$ cat config.mk
export PLATFORM = sky130hd
export DESIGN_NAME = sweep_notch_detector_flat
export DESIGN_NICKNAME = d
export VERILOG_FILES = /design/src/rtl/snd_pkg.sv /design/src/rtl/snd_if.sv /design/src/rtl/snd_cfg_regs.sv /design/src/rtl/snd_core.sv /design/src/rtl/sweep_notch_detector.sv /design/src/flat_wrapper.sv
export SDC_FILE = /design/constraint.sdc
export NUM_CORES = 1
export LEC_CHECK = 0
export ABC_AREA = 1
export BUFFER_PORTS_ARGS = -buffer_cell sky130_fd_sc_hd__buf_2
export CAP_MARGIN = 20
export CORE_MARGIN = 10
export CORE_UTILIZATION = 45
export CTS_BUF_LIST = sky130_fd_sc_hd__clkbuf_4 sky130_fd_sc_hd__clkbuf_8
export CTS_CLUSTER_DIAMETER = 200
export DETAILED_ROUTE_END_ITERATION = 12
export PLACE_DENSITY = 0.74
export SLEW_MARGIN = 0
export SYNTH_ARGS = -nofsm -noshare
export SYNTH_HDL_FRONTEND = slang
export SYNTH_SLANG_ARGS = --single-unit
$ cat constraint.sdc
create_clock -name clk_i -period 3.1 [get_ports clk_i]
set_input_delay 0.31 -clock clk_i [delete_from_list [all_inputs] [get_ports clk_i]]
set_output_delay 0.31 -clock clk_i [all_outputs]
set_load 0.05 [all_outputs]
$ cat src/rtl/snd_pkg.sv
package snd_pkg;

  localparam int unsigned ReadW     = 16;
  localparam int unsigned FreqW     = 28;
  localparam int unsigned StepW     = 24;
  localparam int unsigned PatW      = 8;
  localparam int unsigned HistOutW  = 8;
  localparam int unsigned CfgIdxW   = 3;
  localparam int unsigned CfgDataW  = 28;
  localparam int unsigned HistLenDef = 8;

  localparam logic [PatW-1:0]  PatFirstRst  = 8'd240;
  localparam logic [PatW-1:0]  PatSecondRst = 8'd242;
  localparam logic [PatW-1:0]  PatThirdRst  = 8'd184;
  localparam logic [StepW-1:0] StepRst      = 24'd233000;
  localparam logic [FreqW-1:0] LimitRst     = 28'hFFFFFFF;

  typedef enum logic [CfgIdxW-1:0] {
    REG_PATTERN_FIRST  = 3'd0,
    REG_PATTERN_SECOND = 3'd1,
    REG_PATTERN_THIRD  = 3'd2,
    REG_STEP_SIZE      = 3'd3,
    REG_SWEEP_LIMIT    = 3'd4
  } snd_reg_e;

  typedef struct packed {
    logic [PatW-1:0]  pattern_first;
    logic [PatW-1:0]  pattern_second;
    logic [PatW-1:0]  pattern_third;
    logic [StepW-1:0] step_size;
    logic [FreqW-1:0] sweep_limit;
  } snd_cfg_t;

  typedef struct packed {
    logic             mode;
    logic [ReadW-1:0] reading_a;
    logic [ReadW-1:0] reading_b;
    logic [FreqW-1:0] frequency;
    logic             restart;
  } snd_item_t;

  typedef struct packed {
    logic                notch_found;
    logic [FreqW-1:0]    notch_frequency;
    logic                end_of_sweep;
    logic [HistOutW-1:0] history_bits;
  } snd_result_t;

endpackage

$ cat src/rtl/snd_if.sv
interface snd_in_if;
  logic                       valid;
  logic                       ready;
  logic                       mode;
  logic [snd_pkg::ReadW-1:0]  reading_a;
  logic [snd_pkg::ReadW-1:0]  reading_b;
  logic [snd_pkg::FreqW-1:0]  frequency;
  logic                       restart;

  modport source (output valid, mode, reading_a, reading_b, frequency, restart,
                  input ready);
  modport sink   (input valid, mode, reading_a, reading_b, frequency, restart,
                  output ready);
endinterface

interface snd_out_if;
  logic                          valid;
  logic                          ready;
  logic                          notch_found;
  logic [snd_pkg::FreqW-1:0]     notch_frequency;
  logic                          end_of_sweep;
  logic [snd_pkg::HistOutW-1:0]  history_bits;

  modport source (output valid, notch_found, notch_frequency, end_of_sweep,
                  history_bits, input ready);
  modport sink   (input valid, notch_found, notch_frequency, end_of_sweep,
                  history_bits, output ready);
endinterface

interface snd_cfg_if;
  logic                          valid;
  logic                          ready;
  logic [snd_pkg::CfgIdxW-1:0]   index;
  logic [snd_pkg::CfgDataW-1:0]  data;

  modport source (output valid, index, data, input ready);
  modport sink   (input valid, index, data, output ready);
endinterface

$ cat src/rtl/snd_cfg_regs.sv
module snd_cfg_regs (
  input  logic              clk_i,
  input  logic              rst_ni,
  snd_cfg_if.sink           cfg_i,
  output snd_pkg::snd_cfg_t cfg_o
);
  import snd_pkg::*;

  snd_cfg_t cfg_q, cfg_d;

  assign cfg_i.ready = 1'b1;
  assign cfg_o       = cfg_q;

  always_comb begin
    cfg_d = cfg_q;
    if (cfg_i.valid) begin
      case (cfg_i.index)
        REG_PATTERN_FIRST:  cfg_d.pattern_first  = cfg_i.data[PatW-1:0];
        REG_PATTERN_SECOND: cfg_d.pattern_second = cfg_i.data[PatW-1:0];
        REG_PATTERN_THIRD:  cfg_d.pattern_third  = cfg_i.data[PatW-1:0];
        REG_STEP_SIZE:      cfg_d.step_size      = cfg_i.data[StepW-1:0];
        REG_SWEEP_LIMIT:    cfg_d.sweep_limit    = cfg_i.data[FreqW-1:0];
        default:            cfg_d = cfg_q;
      endcase
    end
  end

  always_ff @(posedge clk_i or negedge rst_ni) begin
    if (!rst_ni) begin
      cfg_q.pattern_first  <= PatFirstRst;
      cfg_q.pattern_second <= PatSecondRst;
      cfg_q.pattern_third  <= PatThirdRst;
      cfg_q.step_size      <= StepRst;
      cfg_q.sweep_limit    <= LimitRst;
    end else begin
      cfg_q <= cfg_d;
    end
  end

endmodule

$ cat src/rtl/snd_core.sv
module snd_core #(
  parameter int unsigned HistLen = snd_pkg::HistLenDef
) (
  input  logic                 clk_i,
  input  logic                 rst_ni,
  input  logic                 fire_i,
  input  snd_pkg::snd_item_t   item_i,
  input  snd_pkg::snd_cfg_t    cfg_i,
  output snd_pkg::snd_result_t result_o
);
  import snd_pkg::*;

  localparam int unsigned CmpW  = (HistLen > PatW) ? HistLen : PatW;
  localparam int unsigned Back  = HistLen / 2;
  localparam int unsigned BackW = StepW + $clog2(Back + 1);
  localparam int unsigned SubW  = (BackW > FreqW) ? BackW : FreqW;

  logic [HistLen-1:0] hist_q, hist_d, hist_base, hist;
  logic [ReadW-1:0]   prev_q, prev_d, prev_eff, value;
  logic [CmpW-1:0]    hist_ext;
  logic               match, found;
  logic [BackW-1:0]   back;
  logic [SubW-1:0]    freq_ext, back_ext, diff;
  logic [FreqW:0]     reach;

  always_comb begin
    value     = (item_i.mode && (item_i.reading_b < item_i.reading_a)) ?
                item_i.reading_b : item_i.reading_a;
    prev_eff  = item_i.restart ? {ReadW{1'b1}} : prev_q;
    hist_base = item_i.restart ? '0 : hist_q;
    hist      = {hist_base[HistLen-2:0], prev_eff >= value};
    hist_ext  = CmpW'(hist);
    match     = (hist_ext == CmpW'(cfg_i.pattern_first))  ||
                (hist_ext == CmpW'(cfg_i.pattern_second)) ||
                (hist_ext == CmpW'(cfg_i.pattern_third));
    found     = (cfg_i.step_size != '0) && match;

    back      = BackW'(cfg_i.step_size) * BackW'(Back);
    freq_ext  = SubW'(item_i.frequency);
    back_ext  = SubW'(back);
    diff      = freq_ext - back_ext;
    reach     = {1'b0, item_i.frequency} + (FreqW + 1)'(cfg_i.step_size);

    result_o.notch_found     = found;
    result_o.notch_frequency = (found && (freq_ext >= back_ext)) ? diff[FreqW-1:0] : '0;
    result_o.end_of_sweep    = !found && (reach > {1'b0, cfg_i.sweep_limit});
    result_o.history_bits    = HistOutW'(hist);

    prev_d = prev_q;
    hist_d = hist_q;
    if (fire_i) begin
      prev_d = value;
      hist_d = found ? '0 : hist;
    end
  end

  always_ff @(posedge clk_i or negedge rst_ni) begin
    if (!rst_ni) begin
      hist_q <= '0;
      prev_q <= {ReadW{1'b1}};
    end else begin
      hist_q <= hist_d;
      prev_q <= prev_d;
    end
  end

endmodule

$ cat src/rtl/sweep_notch_detector.sv
// An item passes the input register and then the result register; a stall on the output
// side can hold it in the input register until the result register is free.
// One item per cycle unless the output stalls; history update and pattern match are
// combinational. An empty input stage takes a new item while a result waits at the output.
// Reset (async, active low): history 0, previous value all ones, registers at defaults,
// both pipeline stages empty.
module sweep_notch_detector #(
  parameter int unsigned HistLen = snd_pkg::HistLenDef
) (
  input  logic      clk_i,
  input  logic      rst_ni,
  snd_in_if.sink    in_i,
  snd_out_if.source out_o,
  snd_cfg_if.sink   cfg_i
);
  import snd_pkg::*;

  snd_cfg_t    cfg;
  snd_item_t   item_q, item_d;
  snd_result_t res, res_q;
  logic        in_valid_q, in_valid_d, out_valid_q, out_valid_d;
  logic        adv, fire, in_xfer;

  assign adv      = !out_valid_q || out_o.ready;
  assign fire     = in_valid_q && adv;
  assign in_i.ready = !in_valid_q || adv;
  assign in_xfer  = in_i.valid && in_i.ready;

  always_comb begin
    item_d.mode      = in_i.mode;
    item_d.reading_a = in_i.reading_a;
    item_d.reading_b = in_i.reading_b;
    item_d.frequency = in_i.frequency;
    item_d.restart   = in_i.restart;
    in_valid_d  = in_i.ready ? in_i.valid : in_valid_q;
    out_valid_d = adv ? in_valid_q : out_valid_q;
  end

  snd_cfg_regs u_cfg (
    .clk_i  (clk_i),
    .rst_ni (rst_ni),
    .cfg_i  (cfg_i),
    .cfg_o  (cfg)
  );

  snd_core #(
    .HistLen (HistLen)
  ) u_core (
    .clk_i    (clk_i),
    .rst_ni   (rst_ni),
    .fire_i   (fire),
    .item_i   (item_q),
    .cfg_i    (cfg),
    .result_o (res)
  );

  always_ff @(posedge clk_i or negedge rst_ni) begin
    if (!rst_ni) begin
      in_valid_q  <= 1'b0;
      out_valid_q <= 1'b0;
    end else begin
      in_valid_q  <= in_valid_d;
      out_valid_q <= out_valid_d;
    end
  end

  always_ff @(posedge clk_i) begin
    if (in_xfer) begin
      item_q <= item_d;
    end
    if (fire) begin
      res_q <= res;
    end
  end

  assign out_o.valid           = out_valid_q;
  assign out_o.notch_found     = res_q.notch_found;
  assign out_o.notch_frequency = res_q.notch_frequency;
  assign out_o.end_of_sweep    = res_q.end_of_sweep;
  assign out_o.history_bits    = res_q.history_bits;

endmodule

$ cat src/flat_wrapper.sv
// flat-port wrapper written by rule: the top's interface ports become plain ports
module sweep_notch_detector_flat import snd_pkg::*;
#(
  parameter int unsigned HistLen = snd_pkg::HistLenDef
)
  (clk_i, rst_ni, in_i_valid, in_i_mode, in_i_reading_a, in_i_reading_b, in_i_frequency, in_i_restart, in_i_ready, out_o_valid, out_o_notch_found, out_o_notch_frequency, out_o_end_of_sweep, out_o_history_bits, out_o_ready, cfg_i_valid, cfg_i_index, cfg_i_data, cfg_i_ready);
  snd_in_if in_i_i ();
  snd_out_if out_o_i ();
  snd_cfg_if cfg_i_i ();
  input  logic clk_i;
  input  logic rst_ni;
  input wire logic [$bits(in_i_i.valid)-1:0] in_i_valid;
  input wire logic [$bits(in_i_i.mode)-1:0] in_i_mode;
  input wire logic [$bits(in_i_i.reading_a)-1:0] in_i_reading_a;
  input wire logic [$bits(in_i_i.reading_b)-1:0] in_i_reading_b;
  input wire logic [$bits(in_i_i.frequency)-1:0] in_i_frequency;
  input wire logic [$bits(in_i_i.restart)-1:0] in_i_restart;
  output wire logic [$bits(in_i_i.ready)-1:0] in_i_ready;
  output wire logic [$bits(out_o_i.valid)-1:0] out_o_valid;
  output wire logic [$bits(out_o_i.notch_found)-1:0] out_o_notch_found;
  output wire logic [$bits(out_o_i.notch_frequency)-1:0] out_o_notch_frequency;
  output wire logic [$bits(out_o_i.end_of_sweep)-1:0] out_o_end_of_sweep;
  output wire logic [$bits(out_o_i.history_bits)-1:0] out_o_history_bits;
  input wire logic [$bits(out_o_i.ready)-1:0] out_o_ready;
  input wire logic [$bits(cfg_i_i.valid)-1:0] cfg_i_valid;
  input wire logic [$bits(cfg_i_i.index)-1:0] cfg_i_index;
  input wire logic [$bits(cfg_i_i.data)-1:0] cfg_i_data;
  output wire logic [$bits(cfg_i_i.ready)-1:0] cfg_i_ready;
  assign in_i_i.valid = in_i_valid;
  assign in_i_i.mode = in_i_mode;
  assign in_i_i.reading_a = in_i_reading_a;
  assign in_i_i.reading_b = in_i_reading_b;
  assign in_i_i.frequency = in_i_frequency;
  assign in_i_i.restart = in_i_restart;
  assign in_i_ready = in_i_i.ready;
  assign out_o_valid = out_o_i.valid;
  assign out_o_notch_found = out_o_i.notch_found;
  assign out_o_notch_frequency = out_o_i.notch_frequency;
  assign out_o_end_of_sweep = out_o_i.end_of_sweep;
  assign out_o_history_bits = out_o_i.history_bits;
  assign out_o_i.ready = out_o_ready;
  assign cfg_i_i.valid = cfg_i_valid;
  assign cfg_i_i.index = cfg_i_index;
  assign cfg_i_i.data = cfg_i_data;
  assign cfg_i_ready = cfg_i_i.ready;
  sweep_notch_detector #(.HistLen(HistLen)) u_core (.clk_i(clk_i), .rst_ni(rst_ni), .in_i(in_i_i), .out_o(out_o_i), .cfg_i(cfg_i_i));
endmodule
; Word-level counts from Yosys, hierarchy flattened
; Cells that the tools add are included.
[op_classes]
n_mux = 4
n_eq_ne = 7
order_cmp = 4
add_sub_neg = 2
reduce_logical = 20
[ops]
columns = cell, count
row1 = $mux W16, 2
row2 = $add A28 B24 Y29, 1
row3 = $gt A29 B28 Y1, 1
row4 = $ge A28 B26 Y1, 1
row5 = $sub A28 B26 Y28, 1
row6 = $eq A8 B8 Y1, 3
row7 = $reduce_bool A24 Y1, 1
row8 = $ge A16 B16 Y1, 1
row9 = $lt A16 B16 Y1, 1
row10 = $mux W7, 2
row11 = $reduce_and A2 Y1, 5
row12 = $eq A3 B2 Y1 const B, 2
row13 = $logic_and A1 B1 Y1, 6
row14 = $logic_or A1 B1 Y1, 4
row15 = $eq A3 B1 Y1 const B, 1
row16 = $eq A3 B3 Y1 const B, 1
row17 = $logic_not A1 Y1, 3
row18 = $logic_not A3 Y1, 1
[word_totals]
out_inout_bits = 41
wordCells = 55
register_bits = 201
inputBits = 98

; Depth between registers and ports, before layout
; Gate-level depths: netlist of the first run.
[depth]
word_depth = 10
ltp_mapped = 26
mapped_depth_nobuf = 26

; Modules after synthesis
; A second synthesis of the first run with hierarchy kept.
[unflattened]
cells_unflattened = 1491
hier_area_um2 = 12558.3
[modules_own_cells]
columns = module, cells_per_inst, instances, area_per_inst_um2, seq_area_each_um2
row1 = snd_core, 1039, 1, 6371.1, 595.6
row2 = sweep_notch_detector, 112, 1, 3098.0, 3052.9
row3 = snd_cfg_regs, 340, 1, 3089.2, 1963.1

; Worst setup path before layout of the first run
; Ideal clock, no wire load.
[synth_path]
path_kind = register to register
start = register u_core.item_q[34] (netlist bit)
end = register u_core.res_q, in the netlist u_core.out_o.end_of_sweep (data pin)
period_less_slack_ns = 3.343
setup_slack_ns = -0.243
path_stages_with_launch = 21
n_path_buf = 1
t_arrival_ns = 3.092
path_cell_list = edfxtp_1 > ha_1 > a21oi_1 > nand3b_1 > nand2_1 > o21ai_2 > nand3_2 > clkbuf_1 > nand2_1 > nand2_1 > ha_1 > a21oi_1 > o21ai_0 > nor2_1 > nand2_1 > nand2_1 > nand3_1 > nand3_2 > nand2_1 > nand2_1 > nor2_1
[synth_rtl]
columns = item, line
row1 = start: declaration, sweep_notch_detector.sv:19  ; snd_item_t item_q, item_d;
row2 = start signal: assignment, sweep_notch_detector.sv:69  ; item_q <= item_d;
row3 = end signal: assignment, sweep_notch_detector.sv:72  ; res_q <= res;
row4 = end: declaration, sweep_notch_detector.sv:20  ; snd_result_t res, res_q;

; Final worst setup path of the first run
[layout_path]
start = register u_core.item_q[50] (netlist bit)
end = register u_core.res_q, in the netlist u_core.out_o.notch_frequency[23] (data pin)
[layout_via]
elab_chain_cells = 9
[layout_rtl]
columns = item, line
row1 = $lt A16 B16 Y1, snd_core.sv:27  ; value = (item_i.mode && (item_i.reading_b < item_i.reading_a)) ?
row2 = $logic_and A1 B1 Y1, snd_core.sv:27
row3 = $mux W16 *, snd_core.sv:27
row4 = $ge A16 B16 Y1 *, snd_core.sv:31  ; hist = {hist_base[HistLen-2:0], prev_eff >= value};
row5 = $eq A8 B8 Y1 (on tied branches), "snd_core.sv:33, snd_core.sv:34"
row6 = $logic_or A1 B1 Y1, snd_core.sv:33  ; match = (hist_ext == CmpW'(cfg_i.pattern_first)) ||
row7 = $logic_or A1 B1 Y1 *, snd_core.sv:34  ; (hist_ext == CmpW'(cfg_i.pattern_second)) ||
row8 = $logic_and A1 B1 Y1 *, snd_core.sv:36  ; found = (cfg_i.step_size != '0) && match;
row9 = $logic_and A1 B1 Y1 *, snd_core.sv:45  ; result_o.notch_frequency = (found && (freq_ext >= back_ext)) ? diff[FreqW-1:0] : '0;
; Every way passes the cells marked *; elsewhere a longest branch is shown, timed or not.
; A chain may end at the register's enable or synchronous reset.

==> impl_metrics.tcl, run 1 <==
set metrics [dict create \
    status "complete, but fails checks" \
    violations "negative setup slack" \
    netlist_area_um2 12300 \
    vias_per_cell 5.14 \
    worst_hold_path_type "primary input to flop" \
    dr.pass1.iters 5 \
    yosysUniqueCellTypes 43 \
    avgSynthCellArea_um2 8.46 \
    coreArea_um2 27000 \
    path_max_fanout 8 \
    utilization_pct 62.0 \
    final_cell_mix "nand2_1 (288), inv_1 (215), buf_4 (177)" \
    port_buffers 137 \
    maxSlewViolCount 0 \
    power_mw 11.1 \
    syn_nets 1665 \
    cts-htree-levels 2 \
    ys_seq_area_share_pct 45.5 \
    critical_path.startpoint_type "flop" \
    wl_um 37000 \
    route.antenna.remaining_nets 0 \
    area_growth_pct 35.5 \
    required_ns 3.37 \
    fin_nets 2064 \
    finalHoldViolCount 0 \
    finalWorstSetupSlack_ns -0.513 \
    synthAdderAreaFrac_pct 11.2 \
    synth-xor-area-share_pct 4.90 \
    finalCritPeriodShare_pct 117 \
    cellPowerDensity_nw_per_um2 667 \
    critical_path_class "flop to flop" \
    antenna_found_initial 0 \
    via_count 11400 \
    async_flop_share_pct 50.2 \
    num_antenna_cells 0 \
    final_common_cell "nand2_1" \
    synth_compound_gate_area_share_pct 10.3 \
    end_kind "flop" \
    cts_tree "yes" \
    design.die.area_um2 34400 \
    drive_above_1_share_pct 30.0 \
    clockBufferDepth 3 \
    grt-ovfl-total 0 \
    grt_usage_pct 21.2 \
    max-slew-margin-rel_pct 25.9 \
    max_clock_freq_mhz 277 \
    yosys.area_share.simple_pct 20.4 \
    synthMuxAreaShare_pct 0 \
    insertion_delay_ns 0.55 \
    grt_start_max_net_pins 57 \
    numCtsBuffers 37 \
    tightest_slew_ns 1.11 \
    drt_drc_violations_left 0 \
    cts_root_buf "clkbuf_8" \
    die_h_um 186 \
    cap_violations 0 \
    tns_ns -17.20 \
    wl_per_cell_um 16.6 \
    initial_core_util_pct 45.8 \
    ys_seq_elements 201 \
    yosys_most_used_dff "edfxtp_1" \
    vdd_drop_max_mv 0.398 \
    dp_slack_ns -0.531 \
    p_leak_nw 8.12 \
    grt_pass1_wl_um 58200 \
    cts.sinks 201 \
    n_fill_cell 2198 \
    ys_warn_count 0 \
    io_pins 139 \
    fin_crit_ns 3.61 \
    num_rows 60 \
    cp.arrival_ns 3.89 \
    grt_pass1_vias 11500 \
    post-dp-hpwl_um 26700 \
    path_clk_slew_ns 0.07 \
    netlist_instances 1458 \
    finalClockSkew_ns 0.0423 \
    synth_top_family_by_area "simple AND/OR/NAND/NOR gates" \
    synth_edf_count 100 \
    drt_iter0_drc 726 \
    die_x_um 186 \
    finalSetupViolCount 38 \
    rsz0062_at_grt "yes" \
    finalWeightedCongestion 0.941 \
]
[worst max-delay path, cell delays in order, from the launching register on]
cell and delay, ns:
edfxtp_1 0.40, inv_2 0.10, ha_4 0.21, a21oi_2 0.09, nand3b_1 0.15, nand2_2 0.10
o21ai_4 0.26, nand3_4 0.21, nand2_2 0.11, nand2_1 0.08, ha_1 0.30, a21oi_1 0.15
o21ai_1 0.11, nor2_4 0.23, nand3_1 0.16, nand3_2 0.13, nand3_4 0.20, buf_6 0.19
nand4_1 0.08, nor2_1 0.08
[cell families (layout without fill, tap and decap cells)]
logic type / count (synthesis) / count (layout)
xor gates and xnor gates: 69 / 69
other: 1 / 1
buffers and inverters: 250 / 675
and+or+nand+nor: 589 / 592
adders and majority gates: 109 / 109
DFF: 201 / 201
AOI/OAI and AO/OA: 239 / 239
[power breakdown]
| group | internal (mW) | leakage [nW] | switching (mW) |
|---|---|---|---|
| Sequential | 3.44 | 2.12 | 0.241 |
| Combinational | 1.92 | 5.58 | 2.86 |
| Clock | 1.52 | 0.415 | 1.16 |
[through the flow]
stage	std cells	area (um^2)	hold WS [ns]
after global placement	2079	14700	0.404
final	2227	16700	0.0253
after floorplan	1458	12400	0.0144
after global routing	2227	16700	-0.00125
after detailed placement	2079	14700	0.398
after CTS	2223	16400	0.00575
[synth_stat cells (3+ instances only)]
cell / n / area [um^2]
nand3_1: 61 / 305
edfxtp_1: 100 / 3000
o21ai_1: 6 / 30.0
o21ai_0: 118 / 591
xnor2_1: 27 / 236
clkbuf_1: 24 / 90.1
o21bai_1: 7 / 52.6
o21a_1: 3 / 22.5
nor3_1: 13 / 65.1
or2_2: 18 / 113
a21oi_1: 88 / 440
inv_1: 220 / 826
a21o_1: 6 / 45.0
xor2_1: 42 / 368
nand2_2: 4 / 25.0
ha_1: 107 / 1340
nand2_1: 319 / 1200
nand4_1: 33 / 206
nor4_1: 11 / 68.8
dfstp_2: 65 / 1710
dfrtp_1: 36 / 901
nor2_1: 122 / 458
[repair_timing]
item,in CTS,in global routing
hold endpoints to repair,78,0
hold buffers,64,0
setup buffers,9,5
gates cloned,3,0
pin swaps,30,53
setup endpoints to repair,37,38
resized for setup,47,59
[cell type report]
type / count / area (um^2) / share of cell area [%]
multi-input combinational: 1010 / 6310 / 37.7
sequential: 201 / 5610 / 33.6
timing repair buffer: 385 / 2750 / 16.5
inverter: 222 / 833 / 4.99
clock buffer: 55 / 688 / 4.12
tap: 341 / 427 / 2.55
clock inverter: 13 / 96.3 / 0.576
[worst paths after layout]
| path | start | endpoint | slack (ns) | cells after the start |
|---|---|---|---|---|
| max reg2reg | u_core.item_q[50]$_DFFE_PP_ | u_core.out_o.notch_frequency[23]$_SDFFCE_PN0P_ | -0.51 | 19 |
| min in group asynchronous | rst_ni | u_core.in_valid_q$_DFFE_PN0N_ | 0.35 | 2 |
| max in group asynchronous | rst_ni | u_core.u_cfg.cfg_o[20]$_DFFE_PN1P_ | 1.83 | 3 |
| min reg2reg | u_core.u_core.prev_q[13]$_DFFE_PN1P_ | u_core.u_core.prev_q[13]$_DFFE_PN1P_ | 0.47 | 2 |
| max | u_core.item_q[50]$_DFFE_PP_ | u_core.out_o.notch_frequency[23]$_SDFFCE_PN0P_ | -0.51 | 19 |
| min | cfg_i_data[24] | u_core.u_cfg.cfg_o[24]$_DFFE_PN1P_ | 0.03 | 3 |
[state kept, by name (all words and copies together) (netlist names)]
| name | flops |
|---|---|
| u_core.u_cfg.cfg_o | 76 |
| u_core.item_q | 62 |
| u_core.out_o.notch_frequency | 28 |
| u_core.u_core.prev_q | 16 |
| u_core.out_o.history_bits | 8 |
| u_core.u_core.hist_q | 7 |
| u_core.in_valid_q | 1 |
| u_core.out_o.end_of_sweep | 1 |
| u_core.out_o.notch_found | 1 |
| u_core.out_o.valid | 1 |
[metal layers]
| metal | vias up | part of all wire (%) | wire length (um) | global-route usage, % |
|---|---|---|---|---|
| li1 | 5622 | - | - | - |
| met4 | 0 | 2.6 | 960 | 6.64 |
| met2 | 375 | 48 | 17600 | 35.7 |
| met5 | - | 0 | 0 | 0 |
| met3 | 63 | 6.8 | 2520 | 4.11 |
| met1 | 5380 | 43 | 15900 | 26.8 |
Power figures use the tool's default switching activity.
==> run 2: changes to the inputs <==
CORE_MARGIN = 5   (was 10)
PLACE_DENSITY = default   (was 0.74)
PLACE_DENSITY_LB_ADDON = 0.1   (was default)
SLEW_MARGIN = 25   (was 0)
==> run 2 against run 1 <==
Net effect: the flow still finishes with violations (negative setup slack); count of clock-buffer cells in the layout increased by 4; register-to-register slack improved by 0.08 ns; clock power increased by 13%; sequential power about the same; sequential cell count unchanged; power increased by 3.4%; worst setup slack improved by 0.077 ns; worst hold slack improved by 0.0078 ns; final cell count decreased by 0.36%; routed wire length decreased by 2.9%; via count decreased by 2.9%; cell area increased by 1.1%.
==> impl_metrics.tcl, run 2 (same netlist as run 1, synthesis figures left out) <==
set metrics [dict create \
    coreArea_um2 27000 \
    insertion_delay_ns 0.52 \
    wl_um 36000 \
    finalCritPeriodShare_pct 114 \
    cts_root_buf "clkbuf_8" \
    final_common_cell "nand2_1" \
    utilization_pct 62.7 \
    antenna_found_initial 0 \
    fin_nets 2057 \
    max_clock_freq_mhz 283 \
    multi_input_area_um2 6390 \
    rsz0062_at_grt "yes" \
    required_ns 3.37 \
    design.die.area_um2 30800 \
    clkPwrFrac_pct 26.3 \
    num_antenna_cells 0 \
    route.antenna.remaining_nets 0 \
    power_mw 11.5 \
    cap_violations 0 \
    critPathMaxStageDelay_ns 0.40 \
    pwr-share-seq_pct 32.1 \
    path_clk_slew_ns 0.05 \
    grt-ovfl-total 0 \
    tns_ns -14.93 \
    internal_power_mw 7.29 \
    stdcell_count 2219 \
    status "complete, but fails checks" \
    worst_hold_path_type "primary input to flop" \
    grt_busiest_layer "met2" \
    dp_cells 2053 \
    num_rows 60 \
    die_h_um 176 \
    n_fill_cell 2311 \
    path_max_fanout 8 \
    p_comb_share_pct 41.6 \
    cp.arrival_ns 3.80 \
    via_count 11100 \
    end_kind "flop" \
    critical_path_class "flop to flop" \
    initial_core_util_pct 45.8 \
    cts_tree "yes" \
    grt_usage_pct 23.1 \
    cp_slowest_cell "edfxtp_1" \
    critical_path.startpoint_type "flop" \
    dr.pass1.iters 5 \
    min_delay_path_depth 3 \
    die_x_um 176 \
    finalWeightedCongestion 0.929 \
    port_buffers 137 \
    numCtsBuffers 38 \
    io_pins 139 \
    drt_drc_violations_left 0 \
    wl_per_cell_um 16.2 \
    grt_pass1_wl_um 57400 \
    maxSlewViolCount 0 \
    finalHoldViolCount 0 \
    cts-htree-levels 2 \
    rr_worst_depth 21 \
    p_leak_nw 8.14 \
    finalSetupViolCount 38 \
    cts.sinks 201 \
    post-dp-hpwl_um 26000 \
    gr-usage-met3_pct 3.72 \
    fin_crit_ns 3.54 \
    violations "negative setup slack" \
    final_cell_mix "nand2_1 (290), inv_1 (211), buf_4 (155)" \
    vdd_drop_max_mv 0.342 \
    register_area_um2 5610 \
    crit_chain "inv_2, ha_4, nand2_2, inv_2, o21ai_1, nand2_1, a21oi_4, nand3_4, nand2_2, nand2_1, ha_1, nand4_1, a21oi_2, nor2_4, nand2_4, nand2_2, nand3_4, nand3_4, buf_6, nand4_1, nor2_1" \
    grt_start_max_net_pins 102 \
    cellPowerDensity_nw_per_um2 682 \
    largest_register_ffs 76 \
    place_area_um2 14500 \
    use_met1_pct 33.8 \
    clockBufferDepth 3 \
    drive_above_1_share_pct 30.6 \
    p_sw_mw 4.23 \
    finalWorstSetupSlack_ns -0.436 \
    finalClockSkew_ns 0.0129 \
    stdcell_area_um2 16900 \
    sw_frac_of_total_pct 36.7 \
    area_growth_pct 37.1 \
    drt_iter0_drc 739 \
    tightest_slew_ns 0.956 \
    grt_pass1_vias 11000 \
    vias_per_cell 5.00 \
    met2_usage_pct 35.5 \
    max-slew-margin-rel_pct 36.1 \
]
run 2: changes by cell type in the layout (fill, tap and decap cells not counted), sizes merged:
cell,before,now
buf,321,310
clkinv,9,2
bufinv,1,5
clkbuf,55,59
inv,224,221
clkinvlp,1,3
dlygate4sd3,64,66
nand3,67,68
run 2: area by class of cell:
cell class,instances,area share (%)
clock inverters,9,1.04
inverters,222,4.94
well taps,341,2.52
multi-input cells,1011,37.8
flip-flops and latches,201,33.2
clock buffers,59,4.25
repair buffers,376,16.2
run 2: what timing repair did:
action / in CTS / in global routing
gates resized for setup: 79 / 50
hold buffers: 66 / 0
hold endpoints to repair: 101 / 0
gates cloned: 3 / 1
pin swaps: 50 / 28
buffers inserted: 25 / 3
endpoints found under the setup margin: 37 / 39
run 2: final timing paths:
| kind | startpoint | to | slack [ns] |
|---|---|---|---|
| min | cfg_i_data[22] | u_core.u_cfg.cfg_o[22]$_DFFE_PN1P_ | 0.03 |
| min in group asynchronous | rst_ni | u_core.u_core.hist_q[0]$_DFFE_PN0P_ | 0.43 |
| max reg2reg | u_core.item_q[58]$_DFFE_PP_ | u_core.out_o.notch_frequency[23]$_SDFFCE_PN0P_ | -0.44 |
| min reg2reg | u_core.u_core.prev_q[0]$_DFFE_PN1P_ | u_core.u_core.prev_q[0]$_DFFE_PN1P_ | 0.47 |
| max | u_core.item_q[58]$_DFFE_PP_ | u_core.out_o.notch_frequency[23]$_SDFFCE_PN0P_ | -0.44 |
| max in group asynchronous | rst_ni | u_core.u_cfg.cfg_o[36]$_DFFE_PN0P_ | 2.25 |
run 2: per-stage QoR:
stage / hold slack, ns / worst slack, ns
2_1_floorplan: 0.0144 / -0.0159
3_3_place_gp: 0.427 / -0.767
3_5_place_dp: 0.431 / -0.752
4_1_cts: 0.00334 / -0.337
5_1_grt: 0.0140 / -0.632
6_report: 0.0331 / -0.436
run 2: routing by layer:
metal / up-vias / share of wire, %
met1: 5126 / 48
met3: 56 / 5.9
met4: 0 / 2.3
met2: 306 / 44
met5: - / 0
li1: 5617 / -
run 2: power groups by stage:
stage          Combinational, mW  Sequential, mW  Clock [mW]
5_1_grt                     5.33            3.74        3.22
4_1_cts                     4.62            3.69        3.12
2_1_floorplan               2.42            4.02           0
3_5_place_dp                4.23            3.72           0
6_report                    4.80            3.69        3.03
3_3_place_gp                4.18            3.71           0
run 2: worst max-delay path, delay by kind of cell (launching register included):
kind                     cells  cell delay, ns
flip-flops                   1            0.40
AND/OR/NAND/NOR             13            1.44
AO/OA/AOI/OAI                3            0.57
adder cells (fa/ha/maj)      2            0.51
buffers and inverters        3            0.35
==> run 3: changes to the inputs <==
CORE_UTILIZATION = 50   (was 45)
==> run 3 against run 2 <==
Net effect: the flow still finishes with violations (negative setup slack); register-to-register slack got worse by 0.05 ns; sequential power hardly changed; fmax fell by 1.3%; count of clock-buffer cells in the layout down 2; sequential cell count unchanged; core utilization increased by 6.6 points; critical endpoint is now u_core.out_o.notch_frequency[4]$_SDFFCE_PN0P_; largest cell class unchanged.
==> impl_metrics.tcl, run 3 (same netlist as run 1, synthesis figures left out) <==
set metrics [dict create \
    status "complete, but fails checks" \
    violations "negative setup slack" \
    dr.pass1.iters 5 \
    place_area_um2 14600 \
    finalWorstSetupSlack_ns -0.482 \
    p_leak_nw 8.07 \
    critical_path_class "flop to flop" \
    io_pins 139 \
    finalClockSkew_ns 0.0205 \
    fin_crit_ns 3.58 \
    cp.arrival_ns 3.86 \
    finalHoldViolCount 0 \
    worst_hold_path_type "primary input to flop" \
    finalCritPeriodShare_pct 116 \
    rsz0062_at_grt "yes" \
    vdd_drop_max_mv 0.476 \
    end_kind "flop" \
    numCtsBuffers 38 \
    clockBufferDepth 3 \
    critical_path.startpoint_type "flop" \
    coreArea_um2 24300 \
    cts_tree "yes" \
    cts_root_buf "clkbuf_8" \
    power_mw 11.4 \
    grt_usage_pct 25.1 \
    cts-htree-levels 2 \
    stdcell_area_um2 16900 \
    post-dp-hpwl_um 26400 \
    route.antenna.remaining_nets 0 \
    sw_frac_of_total_pct 37.9 \
    via_count 11100 \
    p_sw_mw 4.33 \
    die_h_um 167 \
    cts.sinks 201 \
    drt_iter0_drc 686 \
    num_rows 57 \
    path_clk_slew_ns 0.06 \
    tightest_slew_ns 0.949 \
    die_x_um 167 \
    p_comb_share_pct 43.3 \
    initial_core_util_pct 50.7 \
    finalWeightedCongestion 0.938 \
    pwr-share-seq_pct 32.2 \
    internal_power_mw 7.11 \
    vias_per_cell 5.06 \
    area_growth_pct 36.7 \
    finalSetupViolCount 37 \
    grt-ovfl-total 0 \
    cap_violations 0 \
    final_common_cell "nand2_1" \
    fin_nets 2046 \
    max-slew-margin-rel_pct 36.8 \
    multi_input_area_um2 6480 \
    clkPwrFrac_pct 24.4 \
    required_ns 3.38 \
    wl_per_cell_um 16.6 \
    register_area_um2 5610 \
    grt_pass1_vias 11000 \
    n_fill_cell 1964 \
    path_max_fanout 8 \
    max_clock_freq_mhz 279 \
    grt_pass1_wl_um 56900 \
    insertion_delay_ns 0.53 \
    largest_register_ffs 76 \
    maxSlewViolCount 0 \
    port_buffers 137 \
    wl_um 36300 \
    drive_above_1_share_pct 31.9 \
    r2r_slack_ns -0.48 \
    design.die.area_um2 27900 \
    fin_hold_ws_ns 0.0355 \
    grt_start_max_net_pins 57 \
    cellPowerDensity_nw_per_um2 679 \
    drt_drc_violations_left 0 \
    antenna_found_initial 0 \
    final_cell_mix "nand2_1 (278), inv_1 (210), buf_4 (155)" \
]
## run 3: final timing paths
kind | cells after the start | to | start
worst min register to register | 2 | u_core.u_core.prev_q[14]$_DFFE_PN1P_ | u_core.u_core.prev_q[14]$_DFFE_PN1P_
worst max-delay path | 19 | u_core.out_o.notch_frequency[4]$_SDFFCE_PN0P_ | u_core.item_q[34]$_DFFE_PP_
max in group asynchronous | 3 | u_core.u_cfg.cfg_o[15]$_DFFE_PN1P_ | rst_ni
min in group asynchronous | 2 | u_core.u_core.hist_q[1]$_DFFE_PN0P_ | rst_ni
worst max register to register | 19 | u_core.out_o.notch_frequency[4]$_SDFFCE_PN0P_ | u_core.item_q[34]$_DFFE_PP_
worst min-delay path | 3 | u_core.in_valid_q$_DFFE_PN0N_ | in_i_valid
## run 3: timing repair
action / 4_1_cts / 5_1_grt
setup buffers: 2 / 10
endpoints found under the setup margin: 37 / 38
pin swaps: 8 / 34
hold buffers: 63 / 0
endpoints found under the hold margin: 82 / 0
resized for setup: 32 / 128
cloned: 2 / 2
## run 3: layer usage
metal	vias to the layer above	share of wire (%)	track usage, %
li1	5581	-	-
met1	5165	47	36.4
met2	313	46	40.3
met3	38	5.8	3.93
met4	0	1.5	5.34
met5	-	0	0
## run 3: critical path, stage by stage (launching register included)
cell and delay [ns]:
edfxtp_1 0.41, ha_1 0.32, a21oi_1 0.13, nand3b_1 0.14
nand2_2 0.07, o21ai_4 0.25, nand3_4 0.23, nand2_2 0.12
nand2_2 0.08, ha_4 0.28, nand4_1 0.16, nor2_2 0.20
nand2_4 0.10, nand2_4 0.10, nand2_2 0.07, nand3_2 0.08
nand3_4 0.14, nand3_4 0.18, clkbuf_16 0.22, nor2_1 0.04
## run 3: final cells by class
| class | instances | share of cell area, % |
|---|---|---|
| Sequential cell | 201 | 33.3 |
| Multi-Input combinational cell | 1008 | 38.4 |
| Antenna cell | 1 | 0.0148 |
| Inverter | 222 | 4.95 |
| Clock inverter | 11 | 0.624 |
| Clock buffer | 57 | 4.32 |
| Tap cell | 324 | 2.41 |
| Timing Repair Buffer | 368 | 16.0 |
## run 3: per-stage QoR
step | utilization, % | setup WS [ns] | setup TNS (ns) | std cells
after floorplan | - | -0.0159 | -0.251 | 1458
after global placement | 59.9 | -0.262 | -7.66 | 2046
after detailed placement | 59.9 | -0.285 | -9.68 | 2046
after CTS | 66.6 | -0.280 | -9.20 | 2181
after global routing | 69.3 | -0.658 | -22.33 | 2191
final | 69.3 | -0.482 | -15.76 | 2192
## run 3: power groups by stage
stage / Sequential, mW / Combinational, mW / Clock, mW
after floorplan: 4.02 / 2.42 / 0
after global placement: 3.71 / 4.27 / 0
after detailed placement: 3.72 / 4.33 / 0
after CTS: 3.68 / 4.49 / 2.85
after global routing: 3.74 / 5.49 / 3.00
final: 3.69 / 4.96 / 2.80
